==> src/hw/rtl/plb_pkg.sv <==
// Shared types and constants for the padded label bounding box.
package plb_pkg;

  localparam int LabelW = 8;
  localparam int CoordW = 10;
  localparam int PadW   = 9;
  localparam int HiW    = CoordW + 1;
  localparam int OutW   = 10;
  localparam int NumRegs = 8;
  localparam int RegIdxW = 3;
  localparam int AddrW   = RegIdxW + 2;
  localparam int DataW   = 32;
  localparam int InTdataW  = 32;
  localparam int OutTdataW = 8 * OutW;

  localparam logic [LabelW-1:0] LabelOuterMin = 8'd1;
  localparam logic [LabelW-1:0] LabelInnerMin = 8'd2;
  localparam logic [LabelW-1:0] LabelMax      = 8'd4;

  typedef enum logic [RegIdxW-1:0] {
    REG_PAD_OUTER_LEFT   = 3'd0,
    REG_PAD_OUTER_RIGHT  = 3'd1,
    REG_PAD_OUTER_TOP    = 3'd2,
    REG_PAD_OUTER_BOTTOM = 3'd3,
    REG_PAD_INNER_LEFT   = 3'd4,
    REG_PAD_INNER_RIGHT  = 3'd5,
    REG_PAD_INNER_TOP    = 3'd6,
    REG_PAD_INNER_BOTTOM = 3'd7
  } reg_idx_e;

  typedef logic [NumRegs-1:0][PadW-1:0] pad_array_t;

  typedef struct packed {
    logic              outer_hit;
    logic              inner_hit;
    logic              emit;
    logic [CoordW-1:0] lo_x;
    logic              lo_x_ok;
    logic [CoordW-1:0] lo_y;
    logic              lo_y_ok;
    logic [HiW-1:0]    hi_x;
    logic              hi_x_ok;
    logic [HiW-1:0]    hi_y;
    logic              hi_y_ok;
  } item_t;

  typedef struct packed {
    logic [OutW-1:0] inner_y_max;
    logic [OutW-1:0] inner_y_min;
    logic [OutW-1:0] inner_x_max;
    logic [OutW-1:0] inner_x_min;
    logic [OutW-1:0] outer_y_max;
    logic [OutW-1:0] outer_y_min;
    logic [OutW-1:0] outer_x_max;
    logic [OutW-1:0] outer_x_min;
  } box_t;

endpackage

==> src/hw/rtl/plb_cfg.sv <==
// Padding register file behind the APB port.
module plb_cfg (
  input  logic                        clk_i,
  input  logic                        rst_ni,
  input  logic                        psel,
  input  logic                        penable,
  input  logic                        pwrite,
  input  logic [plb_pkg::AddrW-1:0]   paddr,
  input  logic [plb_pkg::DataW-1:0]   pwdata,
  output logic [plb_pkg::DataW-1:0]   prdata,
  output logic                        pready,
  output plb_pkg::pad_array_t         pads_o
);

  plb_pkg::pad_array_t                pads_q;
  logic [plb_pkg::RegIdxW-1:0]        idx;

  assign idx    = paddr[plb_pkg::AddrW-1:2];
  assign pready = 1'b1;
  assign prdata = {{(plb_pkg::DataW - plb_pkg::PadW){1'b0}}, pads_q[idx]};
  assign pads_o = pads_q;

  always_ff @(posedge clk_i or negedge rst_ni) begin
    if (!rst_ni) begin
      pads_q <= '0;
    end else if (psel && penable && pwrite) begin
      pads_q[idx] <= pwdata[plb_pkg::PadW-1:0];
    end
  end

endmodule

==> src/hw/rtl/plb_front.sv <==
// Input register: label classification and padded edge candidates.
module plb_front #(
  parameter int FRAME_WIDTH  = 540,
  parameter int FRAME_HEIGHT = 960
) (
  input  logic                           clk_i,
  input  logic                           rst_ni,
  input  logic                           s_axis_tvalid,
  output logic                           s_axis_tready,
  input  logic [plb_pkg::InTdataW-1:0]   s_axis_tdata,
  input  logic                           s_axis_tuser,
  input  logic                           s_axis_tlast,
  input  plb_pkg::pad_array_t            pads_i,
  input  logic                           fire_i,
  output logic                           valid_o,
  output plb_pkg::item_t                 item_o
);

  localparam int CW  = plb_pkg::CoordW;
  localparam int HW  = plb_pkg::HiW;
  localparam int TW  = $clog2(FRAME_WIDTH + 1);
  localparam int TH  = $clog2(FRAME_HEIGHT + 1);
  localparam int CWX = (TW > HW) ? TW : HW;
  localparam int CWY = (TH > HW) ? TH : HW;

  logic                        valid_q;
  plb_pkg::item_t              item_q;
  plb_pkg::item_t              item_d;
  logic [plb_pkg::LabelW-1:0]  label;
  logic [CW-1:0]               col;
  logic [CW-1:0]               row;
  logic                        pass1;
  logic [plb_pkg::PadW-1:0]    pad_l, pad_r, pad_t, pad_b;
  logic                        take;

  assign label = s_axis_tdata[plb_pkg::LabelW-1:0];
  assign col   = s_axis_tdata[plb_pkg::LabelW +: CW];
  assign row   = s_axis_tdata[plb_pkg::LabelW + CW +: CW];
  assign pass1 = s_axis_tuser;

  assign pad_l = pass1 ? pads_i[plb_pkg::REG_PAD_INNER_LEFT]   : pads_i[plb_pkg::REG_PAD_OUTER_LEFT];
  assign pad_r = pass1 ? pads_i[plb_pkg::REG_PAD_INNER_RIGHT]  : pads_i[plb_pkg::REG_PAD_OUTER_RIGHT];
  assign pad_t = pass1 ? pads_i[plb_pkg::REG_PAD_INNER_TOP]    : pads_i[plb_pkg::REG_PAD_OUTER_TOP];
  assign pad_b = pass1 ? pads_i[plb_pkg::REG_PAD_INNER_BOTTOM] : pads_i[plb_pkg::REG_PAD_OUTER_BOTTOM];

  always_comb begin
    item_d.outer_hit = !pass1 && (label >= plb_pkg::LabelOuterMin) && (label <= plb_pkg::LabelMax);
    item_d.inner_hit = pass1 && (label >= plb_pkg::LabelInnerMin) && (label <= plb_pkg::LabelMax);
    item_d.emit      = pass1 && s_axis_tlast;
    item_d.lo_x      = col - {1'b0, pad_l};
    item_d.lo_x_ok   = col >= {1'b0, pad_l};
    item_d.lo_y      = row - {1'b0, pad_t};
    item_d.lo_y_ok   = row >= {1'b0, pad_t};
    item_d.hi_x      = {1'b0, col} + {2'b00, pad_r};
    item_d.hi_y      = {1'b0, row} + {2'b00, pad_b};
    item_d.hi_x_ok   = CWX'(item_d.hi_x) < CWX'(FRAME_WIDTH);
    item_d.hi_y_ok   = CWY'(item_d.hi_y) < CWY'(FRAME_HEIGHT);
  end

  assign s_axis_tready = !valid_q || fire_i;
  assign take          = s_axis_tvalid && s_axis_tready;
  assign valid_o       = valid_q;
  assign item_o        = item_q;

  always_ff @(posedge clk_i or negedge rst_ni) begin
    if (!rst_ni) begin
      valid_q <= 1'b0;
    end else if (s_axis_tready) begin
      valid_q <= s_axis_tvalid;
    end
  end

  always_ff @(posedge clk_i) begin
    if (take) begin
      item_q <= item_d;
    end
  end

endmodule

==> src/hw/rtl/plb_track.sv <==
// Edge trackers for both boxes and composition of the reported box.
module plb_track #(
  parameter int FRAME_WIDTH  = 540,
  parameter int FRAME_HEIGHT = 960
) (
  input  logic             clk_i,
  input  logic             rst_ni,
  input  logic             fire_i,
  input  plb_pkg::item_t   item_i,
  output plb_pkg::box_t    box_o
);

  localparam int HW  = plb_pkg::HiW;
  localparam int OW  = plb_pkg::OutW;
  localparam int TW  = $clog2(FRAME_WIDTH + 1);
  localparam int TH  = $clog2(FRAME_HEIGHT + 1);
  localparam int CWX = (TW > HW) ? TW : HW;
  localparam int CWY = (TH > HW) ? TH : HW;

  logic [TW-1:0]  ol_q, or_q, il_q, ir_q, ol_n, or_n, il_n, ir_n, ol_d, or_d, il_d, ir_d;
  logic [TH-1:0]  ot_q, ob_q, it_q, ib_q, ot_n, ob_n, it_n, ib_n, ot_d, ob_d, it_d, ib_d;
  logic [CWX-1:0] lox, hix;
  logic [CWY-1:0] loy, hiy;
  logic           ox_empty, oy_empty, ix_empty, iy_empty;

  assign lox = CWX'(item_i.lo_x);
  assign hix = CWX'(item_i.hi_x);
  assign loy = CWY'(item_i.lo_y);
  assign hiy = CWY'(item_i.hi_y);

  always_comb begin
    ol_n = ol_q;
    or_n = or_q;
    ot_n = ot_q;
    ob_n = ob_q;
    il_n = il_q;
    ir_n = ir_q;
    it_n = it_q;
    ib_n = ib_q;
    if (item_i.outer_hit) begin
      if (item_i.lo_x_ok && lox < CWX'(ol_q)) ol_n = TW'(lox);
      if (item_i.hi_x_ok && hix > CWX'(or_q)) or_n = TW'(hix);
      if (item_i.lo_y_ok && loy < CWY'(ot_q)) ot_n = TH'(loy);
      if (item_i.hi_y_ok && hiy > CWY'(ob_q)) ob_n = TH'(hiy);
    end
    if (item_i.inner_hit) begin
      if (item_i.lo_x_ok && lox < CWX'(il_q) && lox > CWX'(ol_q)) il_n = TW'(lox);
      if (item_i.hi_x_ok && hix > CWX'(ir_q) && hix < CWX'(or_q)) ir_n = TW'(hix);
      if (item_i.lo_y_ok && loy < CWY'(it_q) && loy > CWY'(ot_q)) it_n = TH'(loy);
      if (item_i.hi_y_ok && hiy > CWY'(ib_q) && hiy < CWY'(ob_q)) ib_n = TH'(hiy);
    end
  end

  always_comb begin
    ox_empty = or_n <= ol_n;
    oy_empty = ob_n <= ot_n;
    ix_empty = ir_n <= il_n;
    iy_empty = ib_n <= it_n;
    box_o.outer_x_min = ox_empty ? '0 : OW'(ol_n);
    box_o.outer_x_max = ox_empty ? OW'(FRAME_WIDTH) : OW'(or_n);
    box_o.outer_y_min = oy_empty ? '0 : OW'(ot_n);
    box_o.outer_y_max = oy_empty ? OW'(FRAME_HEIGHT) : OW'(ob_n);
    box_o.inner_x_min = ix_empty ? box_o.outer_x_min : OW'(il_n);
    box_o.inner_x_max = ix_empty ? box_o.outer_x_max : OW'(ir_n);
    box_o.inner_y_min = iy_empty ? box_o.outer_y_min : OW'(it_n);
    box_o.inner_y_max = iy_empty ? box_o.outer_y_max : OW'(ib_n);
  end

  always_comb begin
    if (item_i.emit) begin
      ol_d = TW'(FRAME_WIDTH);
      or_d = '0;
      ot_d = TH'(FRAME_HEIGHT);
      ob_d = '0;
      il_d = TW'(FRAME_WIDTH);
      ir_d = '0;
      it_d = TH'(FRAME_HEIGHT);
      ib_d = '0;
    end else begin
      ol_d = ol_n;
      or_d = or_n;
      ot_d = ot_n;
      ob_d = ob_n;
      il_d = il_n;
      ir_d = ir_n;
      it_d = it_n;
      ib_d = ib_n;
    end
  end

  always_ff @(posedge clk_i or negedge rst_ni) begin
    if (!rst_ni) begin
      ol_q <= TW'(FRAME_WIDTH);
      or_q <= '0;
      ot_q <= TH'(FRAME_HEIGHT);
      ob_q <= '0;
      il_q <= TW'(FRAME_WIDTH);
      ir_q <= '0;
      it_q <= TH'(FRAME_HEIGHT);
      ib_q <= '0;
    end else if (fire_i) begin
      ol_q <= ol_d;
      or_q <= or_d;
      ot_q <= ot_d;
      ob_q <= ob_d;
      il_q <= il_d;
      ir_q <= ir_d;
      it_q <= it_d;
      ib_q <= ib_d;
    end
  end

endmodule

==> src/hw/rtl/padded_label_bounding_box.sv <==
// Result: m_axis_tvalid rises once the item that ends pass 1 has moved from the input register
// into the result register, which it enters only when the result register is free.
// Throughput: one pixel per cycle; only an item that ends pass 1 waits in the input register
// for a free or draining result register, so s_axis_tready follows m_axis_tready combinationally.
// Reset: trackers return to the empty frame extents and all paddings clear to zero.
// Trackers also return to reset after every result.
module padded_label_bounding_box #(
  parameter int FRAME_WIDTH  = 540,
  parameter int FRAME_HEIGHT = 960
) (
  input  logic                            clk_i,
  input  logic                            rst_ni,
  input  logic                            psel,
  input  logic                            penable,
  input  logic                            pwrite,
  input  logic [plb_pkg::AddrW-1:0]       paddr,
  input  logic [plb_pkg::DataW-1:0]       pwdata,
  output logic [plb_pkg::DataW-1:0]       prdata,
  output logic                            pready,
  input  logic                            s_axis_tvalid,
  output logic                            s_axis_tready,
  // label [7:0], col [17:8], row [27:18], zero fill [31:28]
  input  logic [plb_pkg::InTdataW-1:0]    s_axis_tdata,
  // pass_sel
  input  logic                            s_axis_tuser,
  input  logic                            s_axis_tlast,
  output logic                            m_axis_tvalid,
  input  logic                            m_axis_tready,
  // outer_x_min, outer_x_max, outer_y_min, outer_y_max,
  // inner_x_min, inner_x_max, inner_y_min, inner_y_max; 10 bits each from bit 0
  output logic [plb_pkg::OutTdataW-1:0]   m_axis_tdata
);

  plb_pkg::pad_array_t pads;
  plb_pkg::item_t      s1_item;
  plb_pkg::box_t       box;
  logic                s1_valid;
  logic                s1_fire;
  logic                out_free;
  logic                m_valid_q;
  plb_pkg::box_t       m_box_q;

  plb_cfg u_cfg (
    .clk_i   (clk_i),
    .rst_ni  (rst_ni),
    .psel    (psel),
    .penable (penable),
    .pwrite  (pwrite),
    .paddr   (paddr),
    .pwdata  (pwdata),
    .prdata  (prdata),
    .pready  (pready),
    .pads_o  (pads)
  );

  plb_front #(
    .FRAME_WIDTH  (FRAME_WIDTH),
    .FRAME_HEIGHT (FRAME_HEIGHT)
  ) u_front (
    .clk_i         (clk_i),
    .rst_ni        (rst_ni),
    .s_axis_tvalid (s_axis_tvalid),
    .s_axis_tready (s_axis_tready),
    .s_axis_tdata  (s_axis_tdata),
    .s_axis_tuser  (s_axis_tuser),
    .s_axis_tlast  (s_axis_tlast),
    .pads_i        (pads),
    .fire_i        (s1_fire),
    .valid_o       (s1_valid),
    .item_o        (s1_item)
  );

  plb_track #(
    .FRAME_WIDTH  (FRAME_WIDTH),
    .FRAME_HEIGHT (FRAME_HEIGHT)
  ) u_track (
    .clk_i  (clk_i),
    .rst_ni (rst_ni),
    .fire_i (s1_fire),
    .item_i (s1_item),
    .box_o  (box)
  );

  assign out_free = !m_valid_q || m_axis_tready;
  assign s1_fire  = s1_valid && (!s1_item.emit || out_free);

  always_ff @(posedge clk_i or negedge rst_ni) begin
    if (!rst_ni) begin
      m_valid_q <= 1'b0;
    end else if (s1_fire && s1_item.emit) begin
      m_valid_q <= 1'b1;
    end else if (m_axis_tready) begin
      m_valid_q <= 1'b0;
    end
  end

  always_ff @(posedge clk_i) begin
    if (s1_fire && s1_item.emit) begin
      m_box_q <= box;
    end
  end

  assign m_axis_tvalid = m_valid_q;
  assign m_axis_tdata  = {m_box_q.inner_y_max, m_box_q.inner_y_min,
                          m_box_q.inner_x_max, m_box_q.inner_x_min,
                          m_box_q.outer_y_max, m_box_q.outer_y_min,
                          m_box_q.outer_x_max, m_box_q.outer_x_min};

`ifndef NO_ASSERTIONS
  a_result_from_end_of_pass: assert property (@(posedge clk_i) disable iff (!rst_ni)
    $rose(m_axis_tvalid) |-> $past(s1_fire && s1_item.emit))
    else $error("result raised without a finished pass");

  a_stall_needs_item: assert property (@(posedge clk_i) disable iff (!rst_ni)
    !s_axis_tready |-> s1_valid)
    else $error("input stalled with empty input register");

  a_inner_within_outer: assert property (@(posedge clk_i) disable iff (!rst_ni)
    m_axis_tvalid |-> (FRAME_WIDTH > 1023) || (FRAME_HEIGHT > 1023) ||
      ((m_box_q.outer_x_min <= m_box_q.inner_x_min) &&
       (m_box_q.inner_x_max <= m_box_q.outer_x_max) &&
       (m_box_q.outer_y_min <= m_box_q.inner_y_min) &&
       (m_box_q.inner_y_max <= m_box_q.outer_y_max)))
    else $error("inner box reported outside outer box");
`endif

endmodule
==> config.mk <==
export PLATFORM = sky130hd
export DESIGN_NAME = padded_label_bounding_box
export DESIGN_NICKNAME = d
export VERILOG_FILES = /design/src/hw/rtl/plb_pkg.sv /design/src/hw/rtl/plb_cfg.sv /design/src/hw/rtl/plb_front.sv /design/src/hw/rtl/plb_track.sv /design/src/hw/rtl/padded_label_bounding_box.sv
export SDC_FILE = /design/constraint.sdc
export NUM_CORES = 1
export LEC_CHECK = 0
export ABC_AREA = 1
export BUFFER_PORTS_ARGS = -buffer_cell sky130_fd_sc_hd__buf_2
export CORE_ASPECT_RATIO = 1.1
export CORE_MARGIN = 5
export CORE_UTILIZATION = 56
export DETAILED_ROUTE_END_ITERATION = 6
export PLACE_DENSITY = 0.83
export SYNTH_ARGS = -nofsm -noshare
export SYNTH_HDL_FRONTEND = slang
export SYNTH_HIERARCHICAL = 1
export SYNTH_SLANG_ARGS = --single-unit
==> constraint.sdc <==
create_clock -name clk_i -period 7.1 [get_ports clk_i]
set_input_delay 0.355 -clock clk_i [delete_from_list [all_inputs] [get_ports clk_i]]
set_output_delay 0.355 -clock clk_i [all_outputs]
set_load 0.03 [all_outputs]
==> results.cfg <==
[power]
p_sw_mw = 2.398
clkPwrFrac_pct = 27.1
power-per-cell-area_nw_per_um2 = 291.7
ir_worst_vdd_mv = 0.1936
p_leak_nw = 11.17
combPwrFrac_pct = 36.5
switching_share_pct = 38.82
power_frac_seq_pct = 36.4
p_int_mw = 3.780

[timing]
hold_viol = 0
setup_viol = 0
fmax_mhz = 205.1
clock_skew_ns = 0.02020
slew_headroom_pct = 32.95
tns_ns = 0
worstMarginPinSlew_ns = 1.006
grt_setup_unrepaired = false
fin_crit_sh_pct = 68.68
fin_hold_ws_ns = 0.04965
slew_viol_final = 0
fin_crit_ns = 4.877

[worst_setup_path]
rr_worst_depth = 18
path_delay_family = simple AND/OR/NAND/NOR gates
reg2reg_to = m_axis_tdata[70]$_DFFE_PP_
timing.critical_path.buf_inv = 2
critPathKind = reg2reg
worst_setup_path_end_kind = register
start_kind = register
path_cells = ha_1 -> nand2_1 -> inv_1 -> a21oi_2 -> nand2_1 -> nor2_2 -> nand3_2 -> nand2_1 -> and2_1 -> ha_1 -> nand2_1 -> nor2_1 -> o211ai_1 -> nand3_1 -> nand2_1 -> inv_1 -> nand3_1 -> nand2_1
rr_startpoint = u_front/item_o[9]$_DFFE_PP_
worst_ep_required_time_ns = 7.42
cpMostUsedCell = nand2_1
crit_fanout = 21
cp.arrival_ns = 5.20
reg2reg_slack_ns = 2.22
worst_path_max_delay_cell = nand2_1
cpPeakStageDelay_ns = 0.63

[cells_and_area]
synthToLayoutAreaGrowth_pct = 9.194
design_area_sq_um = 21180
layout_commonest_cell = nand2_1
drive_gt1_share_pct = 14.07
n_antenna_cell = 0
layout_common_cells = nand2_1, inv_1, nand3_1
layout.nets = 2814

[routing]
wire_per_inst_microns = 16.44
vias = 16780
ant_nets = 0
drtIter0Drc = 1622
drc = 0
via_per_inst = 5.521
first_pass_iters = 7
drt_wl_total_mm = 49.97

[die]
io_pins = 193
initial_core_util_pct = 56.70
rows = 71
die_area_sq_um = 38460
fp.dieH_microns = 205.2
core_sq_um = 34200
die_x_microns = 187.4

[placement]
placed_area_sq_um = 20110
gp_congestion = 0.9377
portBuffers = 139
detailed_place_hpwl_mm = 36.79

[synth]
ys_ff_latch = 283
synthCells = 2476
async_reset_ff_share_pct = 54.42
synth_cell_types = 50
ys_seq_area_share_pct = 39.95
ys_warn_count = 6
netlist_area_sq_um = 19390
synth_ff_type = dfrtp_1
synth_top_area_share_pct = 19.97
synth_edf_count = 129
synth.avg_cell_area_sq_um = 7.833
yosys.area.top_type = edfxtp_1
synth_area_leaders = edfxtp_1, dfrtp_1, nand2_1, ha_1, inv_1

[clocking]
cts-resized-gates = 0
cts_buffers = 30
clock_sinks = 283
clkTransAtPathRegs_ns = 0.06
ctsHtreeMaxLevel = 1
clkLatencyLatePin_ns = 0.58
cts_tree = done
root_buffer = clkbuf_16
clockBufferDepth = 3
cts_setup_buffers = 0

[worst_hold_path]
worstHoldStart = m_axis_tready
hold_path_depth = 4
holdPathEnd = m_axis_tvalid$_DFFE_PN0P_
hp-class = in2reg

[grt]
grt_max_degree = 92
grt_pass1_vias = 16050
antenna_found_initial = 0
grt_usage_pct = 25.20
grt_pass1_wl_mm = 79.99
gr-total-overflow = 0

[status]
status = completed

[job]
max_cap_viol_count = 0
==> worst reg2reg max path: stages, from the launching register on <==
cell and delay, ns:
edfxtp_1 0.49, ha_1 0.37, nand2_1 0.10, inv_1 0.05, a21oi_2 0.17, nand2_1 0.09, nor2_2 0.40, nand3_2 0.32
nand2_1 0.19, and2_1 0.21, ha_1 0.25, nand2_1 0.10, nor2_1 0.08, o211ai_1 0.11, nand3_1 0.12, nand2_1 0.63
inv_1 0.56, nand3_1 0.29, nand2_1 0.10
==> synthesized netlist by cell type (all sizes together), types with 12 or more instances <==
master	n
a21oi	65
and2	21
buf	81
clkbuf	19
dfrtp	138
dfstp	16
edfxtp	129
ha	154
inv	297
mux2i	14
nand2	957
nand3	207
nand3b	12
nand4	62
nor2	132
o21ai	114
xor2	15
==> how the worst max path moves through the flow <==
stage                                            start                           to  slack [ns]  cells after the start
after CTS                  u_front/item_o[9]$_DFFE_PP_   m_axis_tdata[70]$_DFFE_PP_        2.37                     18
after floorplan              m_axis_tvalid$_DFFE_PN0P_  u_front/item_o[0]$_DFFE_PP_        3.34                      5
after global routing      u_front/item_o[22]$_DFFE_PP_   m_axis_tdata[50]$_DFFE_PP_        1.92                     17
final                      u_front/item_o[9]$_DFFE_PP_   m_axis_tdata[70]$_DFFE_PP_        2.22                     18
after global placement    u_front/item_o[22]$_DFFE_PP_   m_axis_tdata[58]$_DFFE_PP_        2.57                     18
after detailed placement   u_front/item_o[9]$_DFFE_PP_   m_axis_tdata[70]$_DFFE_PP_        2.38                     18
==> stage by stage <==
step,std cells,worst slack [ns],util [%],power [mW]
2_1_floorplan,2498,3.338,-,3.938
3_3_place_gp,2983,2.575,58.81,4.367
3_5_place_dp,2983,2.382,58.81,4.480
4_1_cts,3040,2.368,61.92,6.171
5_1_grt,3040,1.923,61.92,6.579
6_report,3040,2.223,61.92,6.178
==> layout make-up <==
| type | instances | area, sq um |
|---|---|---|
| Clock inverter | 15 | 220.2 |
| Timing Repair Buffer | 148 | 772.0 |
| Fill cell | 2942 | 13030 |
| Tap cell | 438 | 548.0 |
| Clock buffer | 41 | 832.0 |
| Inverter | 297 | 1127 |
| Multi-Input combinational cell | 1818 | 9930 |
| Sequential cell | 283 | 7747 |
==> power by group through the flow <==
stage | Combinational [mW] | Clock, mW | Sequential (mW)
2_1_floorplan | 1.63 | 0 | 2.31
3_3_place_gp | 2.11 | 0 | 2.26
3_5_place_dp | 2.21 | 0 | 2.27
4_1_cts | 2.23 | 1.70 | 2.24
5_1_grt | 2.54 | 1.76 | 2.28
6_report | 2.25 | 1.68 | 2.25
==> cells by family after synthesis <==
group	share of synthesized area [%]
xor gates and xnor gates	0.9484
muxes	0.7226
and+or+nand+nor	32.88
other	0.03872
AOI/OAI and AO/OA	5.742
adders and majority gates	10.35
DFF	39.95
buffers and inverters	9.374
==> registers in the layout (all words and copies together), names as in the netlist <==
name and cells:
u_track/ir_q 10, u_cfg/pads_o 72, u_track/or_q 10, u_track/il_q 10, u_track/ib_q 10, u_track/ol_q 10
m_axis_tvalid 1, m_axis_tdata 80, u_track/ot_q 10, u_track/ob_q 10, u_track/it_q 10, u_front/valid_o 1
u_front/item_o 49
==> repair_timing <==
item                                    CTS  global route
endpoints found under the setup margin    0             0
hold endpoints to repair                 82             0
hold buffers                              1             0
==> layer usage <==
layer  global-route usage [%]  share of wire [%]
met2                    42.28                 47
met4                    8.836                3.5
met1                    34.19                 42
met5                        0                  0
met3                    3.054                7.7
No activity file was read; power rests on OpenSTA's default activity.
